[src/fasm_pkg.sv]
`timescale 1ns / 1ps
`default_nettype none
package fasm_pkg;
    typedef enum logic [1:0] {
        ACT_ADD = 2'd0,
        ACT_SUB = 2'd1,
        ACT_MUL = 2'd2,
        ACT_NONE = 2'd3
    } t_action;
    localparam int FRAC_BITS = 23;
    localparam logic [9:0] EXP_BIAS = 10'd127;
    localparam logic [31:0] SIGN_BIT = 32'h8000_0000;
endpackage
`default_nettype wire

[src/float32_add_sub_mul_truncating_unit.sv]
`timescale 1ns / 1ps
`default_nettype none
// Single-precision add / subtract / multiply, truncating, no rounding.
//
// Usage: drive i_action, i_operand_a, i_operand_b and pulse i_start while
// o_busy is low; the operands are captured in that cycle (one transfer).
// o_busy stays high until the result appears on o_result_bits together
// with a one-cycle o_done strobe. The receiver cannot stall; the result is
// taken in the strobe cycle and the block is ready again the next cycle.
//
// Sequencing: each working magnitude is shifted one place per step in its
// own register, and one shared adder serves both add and multiply. Aligning
// the smaller add operand steps its exponent up once per unit of exponent
// difference (up to 255), although the magnitude stops moving after 31
// places; normalizing takes at most 23 places. A multiply first runs a
// shift-add loop on the same adder, then restores the sign and drops 23
// bits. Action code 3 goes straight to packing. The next transfer is taken
// in the cycle after o_done.
//
// Zero and denormal inputs keep the hidden one. A zero magnitude gives +0.
// The exponent field wraps modulo 256. Action code 3 gives zero.
// Reset (synchronous, active low) returns to idle with no result pending.
module float32_add_sub_mul_truncating_unit (
    input  wire logic        i_clk,
    input  wire logic        i_rst_n,
    input  wire logic        i_start,
    input  wire logic [1:0]  i_action,
    input  wire logic [31:0] i_operand_a,
    input  wire logic [31:0] i_operand_b,
    output logic             o_busy,
    output logic             o_done,
    output logic [31:0]      o_result_bits
);
    typedef enum logic [2:0] {
        S_IDLE, S_ALIGN, S_MUL, S_MSHIFT, S_ADD, S_NORM, S_PACK
    } t_state;

    t_state       r_state;
    logic [1:0]   r_act;
    logic [9:0]   r_ea, r_eb;        // unbiased exponents, two's complement
    logic [48:0]  r_ma, r_mb;        // signed magnitudes (mb also multiplier)
    logic [48:0]  r_acc;             // signed sum / product
    logic [5:0]   r_cnt;
    logic         r_neg;
    logic [31:0]  r_res;
    logic         r_done;

    // unpack helpers
    logic [48:0] w_ma_in, w_mb_in;
    logic [31:0] w_b_eff;
    always_comb begin
        w_b_eff = (i_action == fasm_pkg::ACT_SUB) ? (i_operand_b ^ fasm_pkg::SIGN_BIT)
                                                  : i_operand_b;
        w_ma_in = {25'd0, 1'b1, i_operand_a[22:0]};
        w_mb_in = {25'd0, 1'b1, w_b_eff[22:0]};
        if (i_operand_a[31]) w_ma_in = -w_ma_in;
        if (w_b_eff[31]) w_mb_in = -w_mb_in;
    end

    // shared adder
    logic [48:0] w_add_x, w_add_y, w_sum;
    always_comb begin
        w_add_x = r_acc;
        w_add_y = r_ma;
        if (r_state == S_ADD) w_add_x = r_mb;
        w_sum = w_add_x + w_add_y;
    end

    logic [9:0] w_ediff;
    assign w_ediff = r_ea - r_eb;

    always_ff @(posedge i_clk) begin
        if (!i_rst_n) begin
            r_state <= S_IDLE;
            r_done  <= 1'b0;
        end else begin
            r_done <= 1'b0;
            unique case (r_state)
                S_IDLE: begin
                    // hold off while the done strobe is still up
                    if (i_start && !r_done) begin
                        r_act <= i_action;
                        r_ea  <= {2'b00, i_operand_a[30:23]} - fasm_pkg::EXP_BIAS;
                        r_eb  <= {2'b00, w_b_eff[30:23]} - fasm_pkg::EXP_BIAS;
                        r_ma  <= w_ma_in;
                        r_mb  <= w_mb_in;
                        r_acc <= '0;
                        r_cnt <= '0;
                        priority case (i_action)
                            fasm_pkg::ACT_MUL:  r_state <= S_MUL;
                            fasm_pkg::ACT_NONE: r_state <= S_PACK;
                            default:            r_state <= S_ALIGN;
                        endcase
                    end
                end
                S_ALIGN: begin
                    // shift smaller operand one place a cycle, saturate at 31
                    if (r_ea == r_eb) begin
                        r_state <= S_ADD;
                    end else if (w_ediff[9]) begin
                        if (r_cnt < 6'd31) r_ma <= {r_ma[48], r_ma[48:1]};
                        r_cnt <= (r_cnt == 6'd31) ? r_cnt : r_cnt + 6'd1;
                        r_ea  <= r_ea + 10'd1;
                    end else begin
                        if (r_cnt < 6'd31) r_mb <= {r_mb[48], r_mb[48:1]};
                        r_cnt <= (r_cnt == 6'd31) ? r_cnt : r_cnt + 6'd1;
                        r_eb  <= r_eb + 10'd1;
                    end
                end
                S_ADD: begin
                    r_acc   <= w_sum;
                    r_state <= S_NORM;
                    r_neg   <= w_sum[48];
                    r_cnt   <= '0;
                end
                S_MUL: begin
                    // radix-2 multiply on |mb| bits, ma sign kept; 24 steps
                    if (r_cnt == 6'd0) begin
                        r_neg <= r_mb[48];
                        if (r_mb[48]) r_mb <= -r_mb;
                        r_cnt <= 6'd1;
                    end else begin
                        if (r_mb[0]) r_acc <= w_sum;
                        r_mb <= {1'b0, r_mb[48:1]};
                        r_ma <= {r_ma[47:0], 1'b0};
                        if (r_cnt == 6'd24) begin
                            r_cnt   <= '0;
                            r_state <= S_MSHIFT;
                        end else begin
                            r_cnt <= r_cnt + 6'd1;
                        end
                    end
                end
                S_MSHIFT: begin
                    // negate if needed, then floor-shift by 23 in one step
                    if (r_cnt == 6'd0) begin
                        if (r_neg) r_acc <= -r_acc;
                        r_cnt <= 6'd1;
                    end else begin
                        r_acc   <= {{23{r_acc[48]}}, r_acc[48:23]};
                        r_neg   <= r_acc[48];
                        r_eb    <= r_ea + r_eb;
                        r_state <= S_NORM;
                        r_cnt   <= '0;
                    end
                end
                S_NORM: begin
                    if (r_acc == '0) begin
                        r_state <= S_PACK;
                    end else if (r_cnt == 6'd0) begin
                        if (r_acc[48]) r_acc <= -r_acc;
                        r_cnt <= 6'd1;
                    end else if (r_acc[47:24] != '0) begin
                        r_acc <= {1'b0, r_acc[48:1]};
                        r_eb  <= r_eb + 10'd1;
                    end else if (!r_acc[23]) begin
                        r_acc <= {r_acc[47:0], 1'b0};
                        r_eb  <= r_eb - 10'd1;
                    end else begin
                        r_state <= S_PACK;
                    end
                end
                S_PACK: begin
                    logic [9:0] v_ef;
                    v_ef = r_eb + fasm_pkg::EXP_BIAS;
                    if (r_act == fasm_pkg::ACT_NONE || r_acc == '0)
                        r_res <= '0;
                    else
                        r_res <= {r_neg, v_ef[7:0], r_acc[22:0]};
                    r_done  <= 1'b1;
                    r_state <= S_IDLE;
                end
                default: r_state <= S_IDLE;
            endcase
        end
    end

    assign o_busy        = (r_state != S_IDLE) || r_done;
    assign o_done        = r_done;
    assign o_result_bits = r_res;
endmodule
`default_nettype wire

[config.mk]
export PLATFORM = sky130hd
export DESIGN_NAME = float32_add_sub_mul_truncating_unit
export DESIGN_NICKNAME = d
export VERILOG_FILES = /design/src/fasm_pkg.sv /design/src/float32_add_sub_mul_truncating_unit.sv
export SDC_FILE = /design/constraint.sdc
export NUM_CORES = 1
export LEC_CHECK = 0
export BUFFER_PORTS_ARGS = -buffer_cell sky130_fd_sc_hd__buf_2
export CAP_MARGIN = 10
export CORE_ASPECT_RATIO = 1.5
export CORE_MARGIN = 2
export CORE_UTILIZATION = 57
export CTS_CLUSTER_DIAMETER = 150
export DETAILED_ROUTE_END_ITERATION = 16
export PLACE_DENSITY = 0.79
export SLEW_MARGIN = 20
export SYNTH_ARGS = -nofsm -noshare
export SYNTH_HDL_FRONTEND = slang
export SYNTH_SLANG_ARGS = --single-unit
[constraint.sdc]
create_clock -name i_clk -period 5.9 [get_ports i_clk]
set_clock_uncertainty 0.15 [all_clocks]
set_input_delay 0.295 -clock i_clk [delete_from_list [all_inputs] [get_ports i_clk]]
set_output_delay 0.295 -clock i_clk [all_outputs]
set_load 0.005 [all_outputs]
# After elaboration in Yosys (flattened, before gate mapping)
# Cells that the tools add are included.
# Widths: inputs -> output; s select.
totals:
  word_cells: 165
  input_bits: 69
  out_inout_bits: 34
  ff_bits: 212
op_classes:
  n_mux: 65
  n_eq_ne: 38
  bitwise_logic: 2
  add_sub_neg: 14
  magnitude_cmp: 1
  n_reduce_logical: 30
ops:
  columns: ["operator", "count"]
  rows:
  - ["$mux 49", 18]
  - ["$pmux 49 s3", 2]
  - ["$mux 48", 6]
  - ["$pmux 49 s5", 1]
  - ["$mux 10", 11]
  - ["$neg 24->49", 2]
  - ["$neg 49->49", 2]
  - ["$add 49x49->49", 1]
  - ["$logic_not 49->1", 1]
  - ["$mux 6", 7]
  - ["$pmux 10 s4", 1]
  - ["$pmux 6 s6", 1]
  - ["$ne 2x2->1 const B", 17]
  - ["$mux 32", 1]
  - ["$mux 3", 9]
  - ["$reduce_and 9->1", 3]
  - ["$reduce_bool 24->1", 1]
  - ["$ne 3x3->1 const B", 7]
  - ["$reduce_and 7->1", 3]
  - ["$add 10x1->10 const B", 2]
  - ["$pmux 10 s2", 1]
  - ["$pmux 3 s6", 1]
  - ["$sub 8x7->9 const B", 2]
  - ["$reduce_and 8->1", 2]
  - ["other kinds (32)", 48]

# Depth between registers and ports, before layout
depth:
  word_depth: 6
  mapped_depth: 18
  ltp_nobuf: 16

# Worst setup path after synthesis
# OpenSTA, ideal clock, no wires.
synth_path:
  path_type: "register to register"
  start: "register r_eb[2]"
  end: "register r_ma[0], enable pin"
  n_path_buf: 1
  required_ns: 5.218
  synth_period_minus_slack_ns: 6.358
  t_arrival_ns: 5.676
  setup_time_ns: 0.532
  path_stages_with_launch: 11
  path_slack_ns: -0.458
  path_cell_list: "edfxtp_1 > clkbuf_1 > inv_1 > ha_1 > o21a_1 > o21a_1 > o21ai_0 > nand2_1 > a221oi_1 > xnor2_1 > a221oi_1"
synth_via:
  elab_chain_cells: 3
  elab_cells_between_ends: 5
  cone_classes: "1 x add/sub; 3 x eq/ne; 1 x reduce/logical"
synth_lines:
  columns: ["item", "line", "rtl"]
  rows:
  - ["start: declaration", "float32_add_sub_mul_truncating_unit.sv:40", "logic [9:0] r_ea, r_eb;"]
  - ["start signal: assignment", "float32_add_sub_mul_truncating_unit.sv:84", "r_eb <= {2'b00, w_b_eff[30:23]} - fasm_pkg::EXP_BIAS;"]
  - ["start signal: assignment", "float32_add_sub_mul_truncating_unit.sv:107", "r_eb <= r_eb + 10'd1;"]
  - ["start signal: assignment", "float32_add_sub_mul_truncating_unit.sv:142", "r_eb <= r_ea + r_eb;"]
  - ["$sub 10x10->10 / $eq 10x10->1 (equally long branches)", "float32_add_sub_mul_truncating_unit.sv:70, float32_add_sub_mul_truncating_unit.sv:98", null]
  - ["$ne 2x2->1 (no line)", null, null]
  - ["$reduce_and 7->1 (no line) *", null, null]
  - ["end signal: assignment", "float32_add_sub_mul_truncating_unit.sv:85", "r_ma <= w_ma_in;"]
  - ["end signal: assignment", "float32_add_sub_mul_truncating_unit.sv:101", "if (r_cnt < 6'd31) r_ma <= {r_ma[48], r_ma[48:1]};"]
  - ["end signal: assignment", "float32_add_sub_mul_truncating_unit.sv:125", "r_ma <= {r_ma[47:0], 1'b0};"]
  - ["end: declaration", "float32_add_sub_mul_truncating_unit.sv:41", "logic [48:0] r_ma, r_mb;"]
# Every way passes the cells marked *; elsewhere a longest branch is shown, timed or not.
# A chain may end at the register's enable or synchronous reset.

# Worst setup path in the final report
layout_path:
  start: "register r_state[1]"
  end: "register r_acc[37], data pin"
layout_via:
  elab_chain_cells: 6
  elab_cells_between_ends: 10
  cone_classes: "1 x add/sub; 4 x eq/ne; 4 x mux; 1 x reduce/logical"
layout_lines:
  columns: ["item", "line", "rtl"]
  rows:
  - ["start: declaration", "float32_add_sub_mul_truncating_unit.sv:38", "t_state r_state;"]
  - ["start signal: assignment", "float32_add_sub_mul_truncating_unit.sv:74", "r_state <= S_IDLE;"]
  - ["start signal: assignment", "float32_add_sub_mul_truncating_unit.sv:90", "fasm_pkg::ACT_MUL: r_state <= S_MUL;"]
  - ["start signal: assignment", "float32_add_sub_mul_truncating_unit.sv:91", "fasm_pkg::ACT_NONE: r_state <= S_PACK;"]
  - ["$eq 3x3->1", "float32_add_sub_mul_truncating_unit.sv:65, float32_add_sub_mul_truncating_unit.sv:78", null]
  - ["$mux 49", "float32_add_sub_mul_truncating_unit.sv:65", "if (r_state == S_ADD) w_add_x = r_mb;"]
  - ["$add 49x49->49", "float32_add_sub_mul_truncating_unit.sv:66", "w_sum = w_add_x + w_add_y;"]
  - ["$mux 49", "float32_add_sub_mul_truncating_unit.sv:123", "if (r_mb[0]) r_acc <= w_sum;"]
  - ["$mux 49", "float32_add_sub_mul_truncating_unit.sv:118", "if (r_cnt == 6'd0) begin"]
  - ["$pmux 49 s5 *", "float32_add_sub_mul_truncating_unit.sv:78", "unique case (r_state)"]
  - ["end signal: assignment", "float32_add_sub_mul_truncating_unit.sv:123", null]
  - ["end signal: assignment", "float32_add_sub_mul_truncating_unit.sv:137", "if (r_neg) r_acc <= -r_acc;"]
  - ["end signal: assignment", "float32_add_sub_mul_truncating_unit.sv:140", "r_acc <= {{23{r_acc[48]}}, r_acc[48:23]};"]
  - ["end: declaration", "float32_add_sub_mul_truncating_unit.sv:42", "logic [48:0] r_acc;"]
# Every way passes the cells marked *; elsewhere a longest branch is shown, timed or not. The select of a mux whose other input is x is not followed.

==> results_dict.tcl <==
set metrics [dict create \
    rows 79 \
    routedWlPerCell_um 23.6 \
    setup_viol 0 \
    cts_root_buffer "clkbuf_16" \
    period_needed_ps 5220 \
    synth-edff-count 208 \
    startpoint_type "flop" \
    start_util 0.576 \
    routabilityCongestion 1.04 \
    grt_pass1_wl_um 90100 \
    yosysUniqueCellTypes 76 \
    hold_path.class "in2reg" \
    rsz0062_at_grt "false" \
    grt_usage 0.351 \
    clkSlewWorstSetupHoldPaths_ps 60 \
    die_area_mm2 0.0327 \
    fin_total_pwr_w 0.0126 \
    vias_per_cell 6.81 \
    cts_buffers 22 \
    drive_gt1_frac 0.127 \
    clk_path_buf_depth 3 \
    yosys_warnings 0 \
    synth_area_mm2 0.0178 \
    port_buffers 102 \
    antenna_found_initial 1 \
    drcViolationCount 0 \
    syn-num-nets 2162 \
    relSlewSlack 0.223 \
    hold_violations 0 \
    n_antenna_cell 0 \
    vias 16829 \
    ys.flop_type "edfxtp_1" \
    final.setup.tns_ps 0 \
    area_delta_synth_final_pct 9.97 \
    period_share 0.884 \
    status "completed" \
    tightest_slew_ps 1160 \
    arrival_ps 5360 \
    pin_count 103 \
    maxCapViolCount 0 \
    ys_async_sr_fraction 0 \
    die_w_um 148 \
    final_common_cell "o21ai_0" \
    drtAntennaViolNets 0 \
    synth-seq-cells 212 \
    ir_drop_uv 293 \
    core_area_mm2 0.0309 \
    critPathMaxFanout 21 \
    grt_start_max_net_pins 65 \
    first_global_vias 16402 \
    crit_type "reg2reg" \
    drv_slew 0 \
    final_cell_mix "232 x o21ai_0, 208 x edfxtp_1, 146 x nor2_1" \
    clkSinkCount 212 \
    clk-insertion-delay-late_ps 540 \
    drt_iter0_markers 1667 \
    synth_cells 2005 \
    synth_area_per_cell_um2 8.89 \
    powerDensity_mw_per_mm2 645 \
    drt-total-wl_um 58200 \
    cts_setup_buffers 0 \
    p_leak_nw 6.96 \
    cts_tree "yes" \
    setup_slack_ps 682 \
    max_freq_ghz 0.192 \
    htreeDepth 1 \
    reg2reg_slack_ps 680 \
    dr.pass1.iters 5 \
    cp.required_ps 6040 \
    crit_path_end_kind "flop" \
    die_h_um 221 \
    hpwl_um 43500 \
    nets 2208 \
    post-place-ws_ps 869 \
    overflow 0 \
    yosysSeqAreaShare 0.355 \
]
-- synth_stat cells (8+ instances only) --
master / number / area share
buf_1: 13 / 0.0027
nor3b_1: 28 / 0.012
o21ai_0: 234 / 0.066
nor3_1: 51 / 0.014
inv_1: 55 / 0.012
ha_1: 86 / 0.060
a21oi_1: 144 / 0.040
and2_1: 34 / 0.012
mux2_2: 47 / 0.030
xor2_1: 95 / 0.047
clkbuf_1: 107 / 0.023
a22oi_1: 56 / 0.024
or2_2: 13 / 0.0046
o41ai_1: 8 / 0.0039
a221o_1: 36 / 0.020
a31oi_1: 8 / 0.0028
o211ai_1: 23 / 0.0097
o21a_1: 9 / 0.0038
nand4_1: 24 / 0.0084
a21o_1: 23 / 0.0097
edfxtp_1: 208 / 0.35
or3_1: 21 / 0.0074
o221ai_1: 12 / 0.0059
nand3_1: 43 / 0.012
nand2b_1: 13 / 0.0046
and3_1: 10 / 0.0035
o31ai_1: 18 / 0.0076
nor2b_1: 9 / 0.0032
xnor2_1: 115 / 0.057
nor2_1: 150 / 0.032
o21bai_1: 11 / 0.0046
a211oi_1: 11 / 0.0046
or4_1: 21 / 0.0088
nand2_1: 141 / 0.030
nor4_1: 23 / 0.0081
-- flip-flops by register name (all words and copies together), names as in the netlist --
signal         cells
r_cnt              6
r_eb              10
r_mb              49
r_act              2
r_ea              10
o_done             1
r_acc             49
r_state            3
r_ma              49
o_result_bits     32
r_neg              1
-- worst paths after layout --
kind | start | endpoint | cells past startpoint
max | r_state[1] | r_acc[37] | 14
min | i_operand_a[22] | r_ma[22] | 3
max reg2reg | r_state[1] | r_acc[37] | 14
min reg2reg | r_ma[48] | r_ma[47] | 1
-- power by group --
group	total (W)	leakage, nW	internal [W]	switching [W]
Sequential	0.00382	2.00	0.00270	0.00112
Combinational	0.00723	4.57	0.00279	0.00444
Clock	0.00158	0.388	0.000957	0.000626
Total	0.0126	6.96	0.00645	0.00619
-- worst max-delay path, stage by stage, from the launching register on --
cell,delay [ps]
dfxtp_1,520
inv_1,240
nand2_1,150
nor2_4,370
buf_4,360
mux2_2,370
ha_1,390
a21oi_1,210
o21ai_0,270
a2111oi_1,900
a21oi_1,170
nor2b_1,270
o41ai_1,140
xor2_1,170
a22o_1,250
-- layer usage --
metal | wire length (um) | track usage | share of wire | vias up
met1 | 20800 | 0.392 | 0.36 | 8015
li1 | - | - | - | 7648
met4 | 4450 | 0.243 | 0.076 | 2
met2 | 29200 | 0.621 | 0.50 | 905
met5 | 13 | 0 | 0.00022 | -
met3 | 3790 | 0.0445 | 0.065 | 259
-- stage by stage --
stage	cell area (um2)	util	hold WS [ps]	cells
3_3_place_gp	18700	0.604	372	2422
5_1_grt	19600	0.633	19.9	2472
4_1_cts	19600	0.633	1.78	2471
3_5_place_dp	18700	0.605	380	2423
2_1_floorplan	17800	-	244	2005
6_report	19600	0.633	6.30	2472
-- layout make-up --
class,count,area (um2)
clock inverters,10,176
flip-flops and latches,212,6330
inverters,56,210
multi-input cells,1614,10900
clock buffers,30,622
repair buffers,145,853
well taps,405,507
fillers,2571,11300
-- kinds of logic after synthesis --
kind of cell,after synthesis,share of synthesized area
compound gates,656,0.233
simple gates,608,0.174
flops,212,0.355
xor+xnor,210,0.103
buf+inv,179,0.0390
fa+ha+maj,88,0.0626
mux,52,0.0325
-- what timing repair did --
action / 4_1_cts / 5_1_grt
resized for setup: 0 / 0
endpoints found under the hold margin: 10 / 0
hold buffers: 8 / 0
Note: power is estimated with default switching activity, not from simulation.
